**src/rtl/core/sqrtsd_pkg.sv**
```systemverilog
`timescale 1ns / 1ps
`default_nettype none
package sqrtsd_pkg;

	localparam int SEED_ENTRIES = 128;
	localparam int SEED_IW      = $clog2(SEED_ENTRIES);

	localparam logic [31:0] THREE_Q = 32'hc0000000;
	localparam logic [63:0] THREE_D = 64'hc0000000_00000000;
	localparam logic [31:0] INF_S   = 32'h7f800000;
	localparam logic [63:0] INF_D   = 64'h7ff0000000000000;
	localparam logic [31:0] QNAN_S  = 32'h7fc00000;
	localparam logic [63:0] QNAN_D  = 64'h7ff8000000000000;

	localparam logic [15:0] SEED_TAB [SEED_ENTRIES] = '{
		16'hb451,16'hb2f0,16'hb196,16'hb044,16'haef9,16'hadb6,16'hac79,16'hab43,
		16'haa14,16'ha8eb,16'ha7c8,16'ha6aa,16'ha592,16'ha480,16'ha373,16'ha26b,
		16'ha168,16'ha06a,16'h9f70,16'h9e7b,16'h9d8a,16'h9c9d,16'h9bb5,16'h9ad1,
		16'h99f0,16'h9913,16'h983a,16'h9765,16'h9693,16'h95c4,16'h94f8,16'h9430,
		16'h936b,16'h92a9,16'h91ea,16'h912e,16'h9075,16'h8fbe,16'h8f0a,16'h8e59,
		16'h8daa,16'h8cfe,16'h8c54,16'h8bac,16'h8b07,16'h8a64,16'h89c4,16'h8925,
		16'h8889,16'h87ee,16'h8756,16'h86c0,16'h862b,16'h8599,16'h8508,16'h8479,
		16'h83ec,16'h8361,16'h82d8,16'h8250,16'h81c9,16'h8145,16'h80c2,16'h8040,
		16'hff02,16'hfd0e,16'hfb25,16'hf947,16'hf773,16'hf5aa,16'hf3ea,16'hf234,
		16'hf087,16'heee3,16'hed47,16'hebb3,16'hea27,16'he8a3,16'he727,16'he5b2,
		16'he443,16'he2dc,16'he17a,16'he020,16'hdecb,16'hdd7d,16'hdc34,16'hdaf1,
		16'hd9b3,16'hd87b,16'hd748,16'hd61a,16'hd4f1,16'hd3cd,16'hd2ad,16'hd192,
		16'hd07b,16'hcf69,16'hce5b,16'hcd51,16'hcc4a,16'hcb48,16'hca4a,16'hc94f,
		16'hc858,16'hc764,16'hc674,16'hc587,16'hc49d,16'hc3b7,16'hc2d4,16'hc1f4,
		16'hc116,16'hc03c,16'hbf65,16'hbe90,16'hbdbe,16'hbcef,16'hbc23,16'hbb59,
		16'hba91,16'hb9cc,16'hb90a,16'hb84a,16'hb78c,16'hb6d0,16'hb617,16'hb560
	};

	// Word state carried down the pipe; stages fill in fields as they go.
	typedef struct packed {
		logic        mode;
		logic        spec;
		logic        inv;
		logic [63:0] spec_res;
		logic [63:0] m;
		logic [10:0] ex;
		logic [31:0] r;
		logic [31:0] s;
		logic [31:0] u;
		logic [31:0] x;
		logic [31:0] y;
		logic [31:0] sq32;
		logic [63:0] s64;
		logic [63:0] u64;
		logic [63:0] q;
		logic [63:0] sq64;
	} pipe_t;

	function automatic logic [63:0] mul_full(input logic [31:0] a, input logic [31:0] b);
		logic [63:0] p;
		p = {32'd0, a} * {32'd0, b};
		return p;
	endfunction

	function automatic logic [31:0] mul_hi(input logic [31:0] a, input logic [31:0] b);
		logic [63:0] p;
		p = mul_full(a, b);
		return p[63:32];
	endfunction

	// Position of the leading one of a fraction field.
	function automatic logic [5:0] msb_pos(input logic [51:0] f);
		logic [5:0] p;
		p = '0;
		for (int i = 1; i < 52; i++) begin
			if (f[i]) p = 6'(i);
		end
		return p;
	endfunction

endpackage
`default_nettype wire

```
**src/rtl/core/sqrtsd_round.sv**
```systemverilog
`timescale 1ns / 1ps
`default_nettype none
module sqrtsd_round
	import sqrtsd_pkg::*;
(
	input  pipe_t       word,
	output logic [63:0] root,
	output logic        invalid
);

	logic [31:0] d0s;
	logic [31:0] d1s;
	logic [31:0] rs;
	logic [63:0] d0d;
	logic [63:0] d1d;
	logic [63:0] rd;

	always_comb begin
		// pick s or s + 1 ulp by the sign of the remainder test
		d0s = {word.m[47:32], 16'd0} - word.sq32;
		d1s = word.y - d0s;
		rs  = word.y + {31'd0, d1s[31]};
		d0d = {word.m[21:0], 42'd0} - word.sq64;
		d1d = word.q - d0d;
		rd  = word.q + {63'd0, d1d[63]};
		if (word.spec) root = word.spec_res;
		else if (word.mode) root = {1'b0, word.ex, rd[51:0]};
		else root = {32'd0, 1'b0, word.ex[7:0], rs[22:0]};
		invalid = word.inv;
	end

endmodule
`default_nettype wire

```
**config.mk**
```make
export PLATFORM = sky130hd
export DESIGN_NAME = sqrtsd_round
export DESIGN_NICKNAME = d
export VERILOG_FILES = /design/src/rtl/core/sqrtsd_pkg.sv /design/src/rtl/core/sqrtsd_round.sv
export SDC_FILE = /design/constraint.sdc
export NUM_CORES = 1
export LEC_CHECK = 0
export ABC_AREA = 0
export ABC_CLOCK_PERIOD_IN_PS = 4400
export BUFFER_PORTS_ARGS = -buffer_cell sky130_fd_sc_hd__buf_2
export CAP_MARGIN = 15
export CORE_AREA = 2 2 258 260
export DETAILED_ROUTE_END_ITERATION = 6
export DIE_AREA = 0 0 260 262
export GPL_TIMING_DRIVEN = 0
export PLACE_DENSITY_LB_ADDON = 0.2
export REMOVE_ABC_BUFFERS = 1
export SLEW_MARGIN = 20
export SYNTH_ARGS = -nofsm -noshare
export SYNTH_HDL_FRONTEND = slang
export SYNTH_SLANG_ARGS = --single-unit
```
**constraint.sdc**
```tcl
create_clock -name vclk -period 4.4
set_clock_uncertainty 0.05 [all_clocks]
set_input_delay 0 -clock vclk [all_inputs]
set_output_delay 0 -clock vclk [all_outputs]
set_load 0.01 [all_outputs]
```
=== After elaboration in Yosys (flattened, before gate mapping) ===
Index checks and enable logic that the tools add are counted.

* $add $sub $neg: 6
* Multipliers: 0
* Divide/modulo/power cells: 0
* Order comparisons: 0
* Eq/ne operators: 0
* Shift operators: 0
* Mux-type cells: 2
* Bitwise logic cells: 0
* Reductions and logical operators: 0

{| class="wikitable"
|+ Operator list
! cell !! count
|-
| subtractor 64 bit || 2
|-
| 2-to-1 mux 64 bit || 1
|-
| subtractor 32 bit || 2
|-
| 2-to-1 mux 63 bit || 1
|-
| adder 52 x 1 -> 52 bit || 1
|-
| adder 23 x 1 -> 23 bit || 1
|}

* Flip-flop bits (word level): 0
* Bits in latches: 0
* Bits in writable memories: 0
* ROM bits: 0
* Bits of input ports: 590
* Output and inout bits: 65
* Word-level logic and storage cells: 8
* Memories: 0

=== Longest topological paths before layout ===
Gate-level depths: netlist of the first run.

* Depth after elaboration: 5
* Gate-level depth with buffers: 21
* Depth with buffers taken out: 20

=== Worst setup path after synthesis of the first run ===
No wires, ideal clock.

* Kind: input to output
* From: input port word[58] (netlist bit)
* To: output port root[36]
* Data arrival time: 4.021 ns
* Required time: 4.350 ns
* Path slack: 0.329 ns
* Stages: 19
* Buffers on the path: 0
* Cell sequence: inv_1 -> fa_1 -> inv_1 -> ha_1 -> nand4_1 -> nor4_1 -> and2_1 -> and3_1 -> a2111oi_0 -> o211ai_1 -> xnor2_1 -> ha_1 -> ha_1 -> nand4_1 -> nor4_4 -> and4_4 -> or3b_1 -> xnor2_1 -> o31ai_1

* Cells in the longest elaborated chain, start to end: 5

{| class="wikitable"
|+ RTL lines
! what !! RTL line !! RTL
|-
| from (decl) || sqrtsd_round.sv:6 || <nowiki>input pipe_t word,</nowiki>
|-
| subtractor 64 bit || sqrtsd_round.sv:23 || <nowiki>d0d = {word.m[21:0], 42'd0} - word.sq64;</nowiki>
|-
| subtractor 64 bit || sqrtsd_round.sv:24 || <nowiki>d1d = word.q - d0d;</nowiki>
|-
| adder 52 x 1 -> 52 bit || sqrtsd_round.sv:25 || <nowiki>rd = word.q + {63'd0, d1d[63]};</nowiki>
|-
| 2-to-1 mux 63 bit || sqrtsd_round.sv:27 || <nowiki>else if (word.mode) root = {1'b0, word.ex, rd[51:0]};</nowiki>
|-
| 2-to-1 mux 64 bit || sqrtsd_round.sv:26 || <nowiki>if (word.spec) root = word.spec_res;</nowiki>
|-
| to (decl) || sqrtsd_round.sv:7 || <nowiki>output logic [63:0] root,</nowiki>
|}

Every way passes these cells.

=== Final worst setup path of the first run ===
* From: input port word[96] (netlist bit)
* To: output port root[36]

* Cells in the longest elaborated chain, start to end: 4

{| class="wikitable"
|+ RTL lines
! what !! RTL line
|-
| subtractor 64 bit || sqrtsd_round.sv:24
|-
| adder 52 x 1 -> 52 bit (*) || sqrtsd_round.sv:25
|-
| 2-to-1 mux 63 bit (*) || sqrtsd_round.sv:27
|-
| 2-to-1 mux 64 bit (*) || sqrtsd_round.sv:26
|}

Mark *: on every way between the ends. The rest lies on a longest branch, timed or not.

==> reports/qor.txt, run 1 <==
worst slew pin tran: 0.946 ns
# rows: 94
drt drc: 0
# IOs: 655
post-synth top area share: 27.2%
Lkg Pwr: 6.00 nW
Post-Syn Area: 0.00696 mm^2
max cap viols: 0
Vias per Instance: 3.50
largest fanout on the critical path: 4
Post-Syn Instances: 1042
Die Area: 0.0681 mm^2
GR Overflow Total: 0
layout cell share with drive strength beyond 1: 36.9%
first-pass GRT wire length: 52300 um
Placed Area: 0.00986 mm^2
dpl cells: 2259
Non-Filler Instances: 2317
cell family with the largest share of critical-path delay: compound AO/OA/AOI/OAI gates
YS warnings: 0
core region area: 0.0653 mm^2
violated checks: setup timing
chip height: 262 um
pwr dens: 102 mW/mm^2
WL/cell: 16.1 um
Setup TNS: -1.06 ns
Pwr Total: 1.14 mW
post-layout min period: 4.59 ns
initial antenna violation count: 35
Nets: 2219
area grow syn2layout: 60.8%
die width: 260 um
largest net degree at the start of global routing: 71
Buf/Inv on CP: 6
fin crit share: 104%
Max Fclk: 0.218 GHz
Area contributors post-synth: ha_1 (27%), inv_1 (18%), fa_1 (10%)
CP Capture Type: primary output
Worst EP arrival: 4.54 ns
Seq/Total Area, Yosys: 0%
Synth area leader: ha_1
WP data required: 4.35 ns
GPL Wtd Cong: 0.785
final worst slack: -0.194 ns
CLK BUF: 0
via count: 8103
FFs & Latches: 0
Worst Hold Class: input pin to primary output
unrepaired setup endpoints after global routing: true
crit-path cells: buf_2 > inv_1 > ha_1 > inv_1 > ha_1 > a21o_1 > a221o_1 > a221o_1 > o21ai_4 > o211ai_1 > xnor2_2 > ha_2 > ha_4 > nand4_1 > buf_6 > nor4_4 > buf_6 > and4_4 > or3b_4 > xnor2_2 > o31ai_2 > buf_2
CP peak stage delay: 0.41 ns
ANT nets after route: 0
Crit Path Class: input pin to primary output
Slowest-stage cell, CP: a221o_1
Final Hold Fails: 0
peak supply drop: 0.0362 mV
initial core utilization: 10.7%
fin area: 0.0112 mm^2
GRT Util Overall: 10.4%
synth unique cells: 50
status: finished with violations
setup violators final: 13
DP HPWL: 33700 um
most frequent cell after synthesis: inv_1
flip-flop and latch area: 0 um^2
number of global-route vias before repair: 8220
# fillers: 7590
first drt pass iteration count: 4
startpoint class of the critical path: input pin
Synth Area per Inst: 6.68 um^2
# port buffers: 371
Slew Limit Fails: 0
top cells by count, synth: inv_1 (334), ha_1 (151), nand2_1 (82)
worst hold slack: 0.236 ns
Iteration-0 DRC Markers: 185
Max transition margin: 36.7%
DRT Wirelength: 37200 um
==> power breakdown <==
group	leakage (nW)	internal [mW]	switching (mW)	total [mW]
clock network	0.0000708	0.000000271	0	0.000000271
registers	0	0	0	0
logic	6.00	0.521	0.623	1.14
total	6.00	0.521	0.623	1.14
==> final cells by class <==
class	instances	area, um^2	share of cell area (%)
repair buffers	418	2450	21.9
diodes	13	32.5	0.291
well taps	864	1080	9.66
inverters	335	1260	11.3
multi-input cells	687	6370	56.9
==> metal layers <==
metal,track usage (%),up-vias,wire length [um]
met2,18.3,268,17400
met3,2.66,40,2910
met5,0,-,210
li1,-,4143,-
met4,0.239,32,142
met1,13.4,3620,16500
==> cell families after synthesis <==
group,after synthesis,synth area share [%]
buf+inv,355,19.2
simple gates,257,18.4
fa+ha+maj,187,37.5
compound gates,157,13.9
xor+xnor,77,9.69
mux,9,1.31
==> worst min-delay path: stages <==
cell and delay, ns:
buf_2 0.07, a21o_1 0.09, buf_2 0.12
==> layout by cell type (no fill, tap or decap), drive strengths merged, types with 5 or more instances in the layout <==
cell type | netlist | final
diode | 0 | 13
nand3 | 40 | 40
and3 | 10 | 10
nor4 | 10 | 10
inv | 335 | 334
and2 | 5 | 5
a22o | 10 | 10
a21o | 18 | 18
o21ai | 58 | 58
ha | 151 | 151
nand4 | 34 | 34
a21oi | 37 | 37
nor2 | 39 | 39
mux2i | 8 | 8
buf | 3 | 415
nand2 | 82 | 82
xnor2 | 72 | 72
o31ai | 9 | 9
xor2 | 5 | 5
nor3 | 17 | 17
fa | 36 | 36
==> metrics by stage <==
step,setup WS (ns),utilization (%)
after floorplan,0.330,-
after global placement,-1.94,15.0
after detailed placement,-1.88,15.1
after CTS,-0.558,16.3
after global routing,-0.521,17.1
final,-0.194,17.1
==> final timing paths <==
| kind | start | end | slack, ns | cells past startpoint |
|---|---|---|---|---|
| worst max-delay path | word[96] | root[36] | -0.19 | 22 |
| worst min-delay path | word[549] | root[26] | 0.24 | 3 |
==> timing repair <==
action / in CTS / in global routing
setup endpoints to repair: 50 / 47
gates cloned: 0 / 0
endpoints found under the hold margin: 1 / 0
hold buffers: 1 / 0
gates resized for setup: 125 / 94
pin swaps: 39 / 74
setup buffers: 27 / 21
Power figures use the tool's default switching activity.
==> run 2, diff against run 1 <==
--- a/config.mk
+++ b/config.mk
@@ -5,13 +5,13 @@
 export SDC_FILE = /design/constraint.sdc
 export NUM_CORES = 1
 export LEC_CHECK = 0
-export ABC_AREA = 0
+export ABC_AREA = 1
 export ABC_CLOCK_PERIOD_IN_PS = 4400
 export BUFFER_PORTS_ARGS = -buffer_cell sky130_fd_sc_hd__buf_2
 export CAP_MARGIN = 15
-export CORE_AREA = 2 2 258 260
+export CORE_AREA = 2 2 253 255
 export DETAILED_ROUTE_END_ITERATION = 6
-export DIE_AREA = 0 0 260 262
+export DIE_AREA = 0 0 255 257
 export GPL_TIMING_DRIVEN = 0
 export PLACE_DENSITY_LB_ADDON = 0.2
 export REMOVE_ABC_BUFFERS = 1
==> run 2 against run 1 <==
  * The run now ends clean
  * Hold slack lost 0.011 ns
  * Combinational power fell by 6%
  * Non-clock buffer count is 44 lower
  * Core utilization rose by 0.31 points
  * Critical endpoint is now root[46]
==> reports/qor.txt, run 2 <==
Placed Area: 0.0109 mm^2
via count: 9821
worst slack at placement: 0.0285 ns
GR Overflow Total: 0
switch share: 59.7%
number of global-route vias before repair: 9850
Internal: 432 uW
largest net degree at the start of global routing: 41
Max transition margin: 41.1%
unrepaired setup endpoints after global routing: false
max cap viols: 0
Iteration-0 DRC Markers: 495
fin area: 0.0109 mm^2
WL/cell: 16.7 um
most frequent cell after synthesis: inv_1
CP Capture Type: primary output
Area contributors post-synth: ha_1 (24%), inv_1 (19%), nand2_1 (17%)
chip height: 257 um
ANT nets after route: 0
worst hold start: word[586]
post-layout min period: 4.03 ns
# IOs: 655
flip-flop and latch area: 0 um^2
Seq/Total Area, Yosys: 0%
drt drc: 0
Seq pwr share: 0%
setup violators final: 0
largest fanout on the critical path: 5
Crit Path Class: input pin to primary output
Slowest-stage cell, CP: fa_1
Non-Filler Instances: 2636
Max Fclk: 0.248 GHz
# port buffers: 371
startpoint class of the critical path: input pin
crit-path cells: buf_2 > inv_1 > fa_1 > inv_1 > ha_1 > nand4_1 > nor2_2 > nand3_2 > nor3_1 > nand2_1 > nand2_1 > nand2_1 > nand2_1 > ha_2 > ha_2 > nand3_4 > nor2_2 > inv_2 > nor2_4 > nand4_1 > o21ai_1 > nand3_1 > nand2_1 > buf_2
final worst slack: 0.365 ns
die width: 255 um
worst hold endpoint: root[63]
P_sw: 641 uW
WP data required: 4.35 ns
FFs & Latches: 0
cell repeated most along the worst path: nand2_1
dpl cells: 2620
CLK BUF: 0
most frequent cells in the layout: inv_1 (409), buf_2 (370), nand2_1 (355)
commonest non-fill, non-tap cell in the layout: inv_1
# rows: 92
DP HPWL: 40500 um
Final Hold Fails: 0
peak supply drop: 0.0312 mV
fin crit share: 91.7%
layout cell share with drive strength beyond 1: 23.7%
CP peak stage delay: 0.51 ns
status: finished clean
Clk pwr share: 0%
Post-Syn Instances: 1419
post-synth top area share: 23.7%
Nets: 2554
DRT Wirelength: 44000 um
initial antenna violation count: 33
initial core utilization: 12.7%
Finished Core Util: 17.5%
Vias per Instance: 3.73
GPL Wtd Cong: 0.829
first-pass GRT wire length: 63600 um
Slew Limit Fails: 0
Worst EP arrival: 3.98 ns
YS warnings: 0
Die Area: 0.0655 mm^2
Post-Syn Area: 0.00799 mm^2
Synth Area per Inst: 5.63 um^2
area grow syn2layout: 37.1%
Comb power frac: 100.0%
Pwr Total: 1.07 mW
core region area: 0.0627 mm^2
Lkg Pwr: 6.46 nW
first drt pass iteration count: 5
hold depth: 4
GRT Util Overall: 13.1%
synth unique cells: 44
Synth area leader: ha_1
pwr dens: 97.9 mW/mm^2
top cells by count, synth: inv_1 (409), nand2_1 (356), ha_1 (151)
Worst Hold Class: input pin to primary output
worst slew pin tran: 0.883 ns
[run 2: cell count changes in the layout (fill, tap and decap cells not counted), sizes merged, moves of 13 or more]
cell and delta:
nor3 +17, inv +79, nand2 +281, nand3 +47
a21o -13, nor2 +79, xnor2 -67, a21oi +23
buf -42
[run 2: cell type report]
class,instances,area (um^2)
inverters,414,1560
well taps,846,1060
fillers,7446,51800
repair buffers,374,1920
multi-input cells,987,6380
diodes,15,37.5
[run 2: worst max-delay path, delay by kind of cell]
kind                     cells  cell delay [ns]
adder cells (fa/ha/maj)      4             1.28
buffers and inverters        5             0.47
AND/OR/NAND/NOR             14             1.98
AO/OA/AOI/OAI                1             0.24
[run 2: worst max path at each step]
stage              start       end  slack (ns)  depth (start not counted)
2_1_floorplan  word[284]  root[22]        1.40                         26
3_3_place_gp   word[589]  root[33]       -1.20                          8
3_5_place_dp    word[66]  root[38]        0.03                         25
4_1_cts         word[66]  root[38]        0.01                         25
5_1_grt         word[70]  root[20]        0.01                         28
6_report       word[108]  root[46]        0.37                         24
[run 2: cells by family after synthesis]
group           share of synthesized area [%]
compound gates                           10.4
xor+xnor                                 1.10
fa+ha+maj                                32.7
buf+inv                                  20.6
simple gates                             35.2
[run 2: power by group through the flow]
stage,Sequential (mW),Clock (mW),Combinational (mW)
2_1_floorplan,0,0,0.608
3_3_place_gp,0,0,1.08
3_5_place_dp,0,0,1.09
4_1_cts,0,0,1.10
5_1_grt,0,0.000000213,1.26
6_report,0,0.000000451,1.07
[run 2: stage by stage]
step	hold slack, ns	TNS [ns]
final	0.225	0
after global routing	0.259	0
after CTS	0.230	0
after detailed placement	-0.0486	0
after global placement	-0.0486	-17.12
after floorplan	-0.0500	0
[run 2: repair_timing]
action | CTS | global route
hold buffers | 1 | 0
resized for setup | 0 | 12
endpoints found under the hold margin | 1 | 0
setup endpoints to repair | 0 | 23
buffers inserted | 0 | 0
[run 2: routing by layer]
layer / track usage (%) / share of wire (%) / up-vias / wire length [um]
met5: 0 / 0.51 / - / 226
met4: 1.22 / 0.97 / 36 / 425
met3: 3.40 / 7.1 / 52 / 3120
met2: 21.4 / 44 / 262 / 19600
met1: 17.8 / 47 / 4377 / 20700
li1: - / - / 5094 / -
==> run 3, diff against run 2 <==
--- a/config.mk
+++ b/config.mk
@@ -14,8 +14,8 @@
 export DIE_AREA = 0 0 255 257
 export GPL_TIMING_DRIVEN = 0
 export PLACE_DENSITY_LB_ADDON = 0.2
-export REMOVE_ABC_BUFFERS = 1
 export SLEW_MARGIN = 20
 export SYNTH_ARGS = -nofsm -noshare
 export SYNTH_HDL_FRONTEND = slang
 export SYNTH_SLANG_ARGS = --single-unit
+export TNS_END_PERCENT = 10
==> run 3 against run 2 <==
  * Sequential share of layout area did not move
  * Via count increased by 1.5%
  * Hold slack lost 0.090 ns
  * Flip-flop and latch count unchanged
  * Power grew 2.7%
  * Die area did not move
  * Clock-buffer cell count stayed put
  * Core utilization up 0.066 points
  * First-iteration DRC count fell by 7.5%
  * Setup slack got worse by 0.017 ns
  * Critical endpoint is now root[20]
==> reports/qor.txt, run 3 (synthesis gave the netlist of run 2 again) <==
status: finished clean
global-route track usage on met2: 22.7%
Nets: 2569
Final Hold Fails: 0
CLK BUF: 0
GRT Util Overall: 13.8%
syn nets: 2196
pwr dens: 100 mW/mm^2
DP HPWL: 43100 um
worst slack at placement: -0.0490 ns
flip-flop and latch area: 0 um^2
Worst Hold Class: input pin to primary output
drt drc: 0
worst hold start: word[587]
initial core utilization: 12.7%
largest fanout on the critical path: 5
commonest non-fill, non-tap cell in the layout: inv_1
FFs & Latches: 0
final worst slack: 0.348 ns
unrepaired setup endpoints after global routing: false
worst hold slack: 0.135 ns
startpoint class of the critical path: input pin
hold depth: 2
Finished Core Util: 17.5%
area of the multi-input gates: 0.00640 mm^2
most frequent cells in the layout: inv_1 (409), buf_2 (377), nand2_1 (354)
Worst EP arrival: 4.00 ns
setup violators final: 0
GRT busiest layer: met2
max cap viols: 0
Max transition margin: 34.8%
GRT met1 Usage: 19.7%
worst hold endpoint: invalid
chip height: 257 um
post-layout min period: 4.05 ns
layout cell share with drive strength beyond 1: 23.9%
Vias per Instance: 3.76
# fillers: 7460
Max Fclk: 0.247 GHz
peak supply drop: 0.0438 mV
ANT nets after route: 0
fin crit share: 92.1%
area grow syn2layout: 37.6%
DRT Wirelength: 46200 um
WL/cell: 17.4 um
die width: 255 um
number of global-route vias before repair: 10.1k
Lkg Pwr: 6.50 nW
initial antenna violation count: 19
# rows: 92
core region area: 0.0627 mm^2
# IOs: 655
via count: 9964
Post-CTS Setup Inserts: 0
GPL Wtd Cong: 0.829
GR Util met3: 1.91%
worst slew pin tran: 0.978 ns
Iteration-0 DRC Markers: 458
largest net degree at the start of global routing: 11
GR Overflow Total: 0
Pwr Total: 1.10 mW
# port buffers: 371
Slew Limit Fails: 0
WP data required: 4.35 ns
CP Capture Type: primary output
first drt pass iteration count: 5
first-pass GRT wire length: 65700 um
Die Area: 0.0655 mm^2
Crit Path Class: input pin to primary output
Setup TNS: 0 ns
==> run 3: timing repair <==
item | CTS | global route
resized for setup | 2 | 12
endpoints found under the setup margin | 2 | 22
hold buffers | 0 | 0
==> run 3: metrics by stage <==
step,cells,cell area [um^2]
after CTS,2636,10900
after detailed placement,2636,10900
after global placement,2636,10900
after floorplan,1419,7990
final,2649,11000
after global routing,2638,11000
==> run 3: worst max-delay path: stages <==
cell and delay, ns:
buf_2 0.13, inv_1 0.10, fa_1 0.52, inv_1 0.04, ha_1 0.30, a21oi_1 0.16, o21ai_0 0.10, nand2_1 0.06
nand2_1 0.04, a21oi_1 0.21, nand2_1 0.08, nand2_1 0.06, nand2_1 0.05, inv_1 0.10, ha_1 0.18, ha_1 0.30
nand2_1 0.12, nor2_2 0.19, nand2_1 0.18, nor2_2 0.28, nand3_1 0.14, nand2_1 0.08, nand2_1 0.05, o21ai_1 0.13
nand2_1 0.11, nand2_1 0.13, buf_2 0.15
==> run 3: worst max path at each step <==
stage                   start       end
detailed placement   word[78]  root[16]
global route         word[78]  root[16]
finish              word[306]  root[20]
global placement     word[78]  root[16]
CTS                  word[78]  root[16]
floorplan           word[284]  root[22]
==> run 3: layout make-up <==
type / count / share of cell area (%)
antenna: 13 / 0.296
multi-input combinational: 987 / 58.2
inverter: 414 / 14.1
buffer: 18 / 0.842
tap: 846 / 9.63
timing repair buffer: 371 / 16.9
==> run 3: layer usage <==
layer,share of wire (%),up-vias
met5,0.11,-
met1,49,4502
met2,44,307
li1,-,5125
met4,0.80,10
met3,5.4,20
==> run 3: where the power goes <==
| part | switching [mW] | total, mW | internal [mW] |
|---|---|---|---|
| Clock | 0 | 0.000000305 | 0.000000305 |
| Combinational | 0.670 | 1.10 | 0.431 |
| Sequential | 0 | 0 | 0 |
| Total | 0.670 | 1.10 | 0.431 |
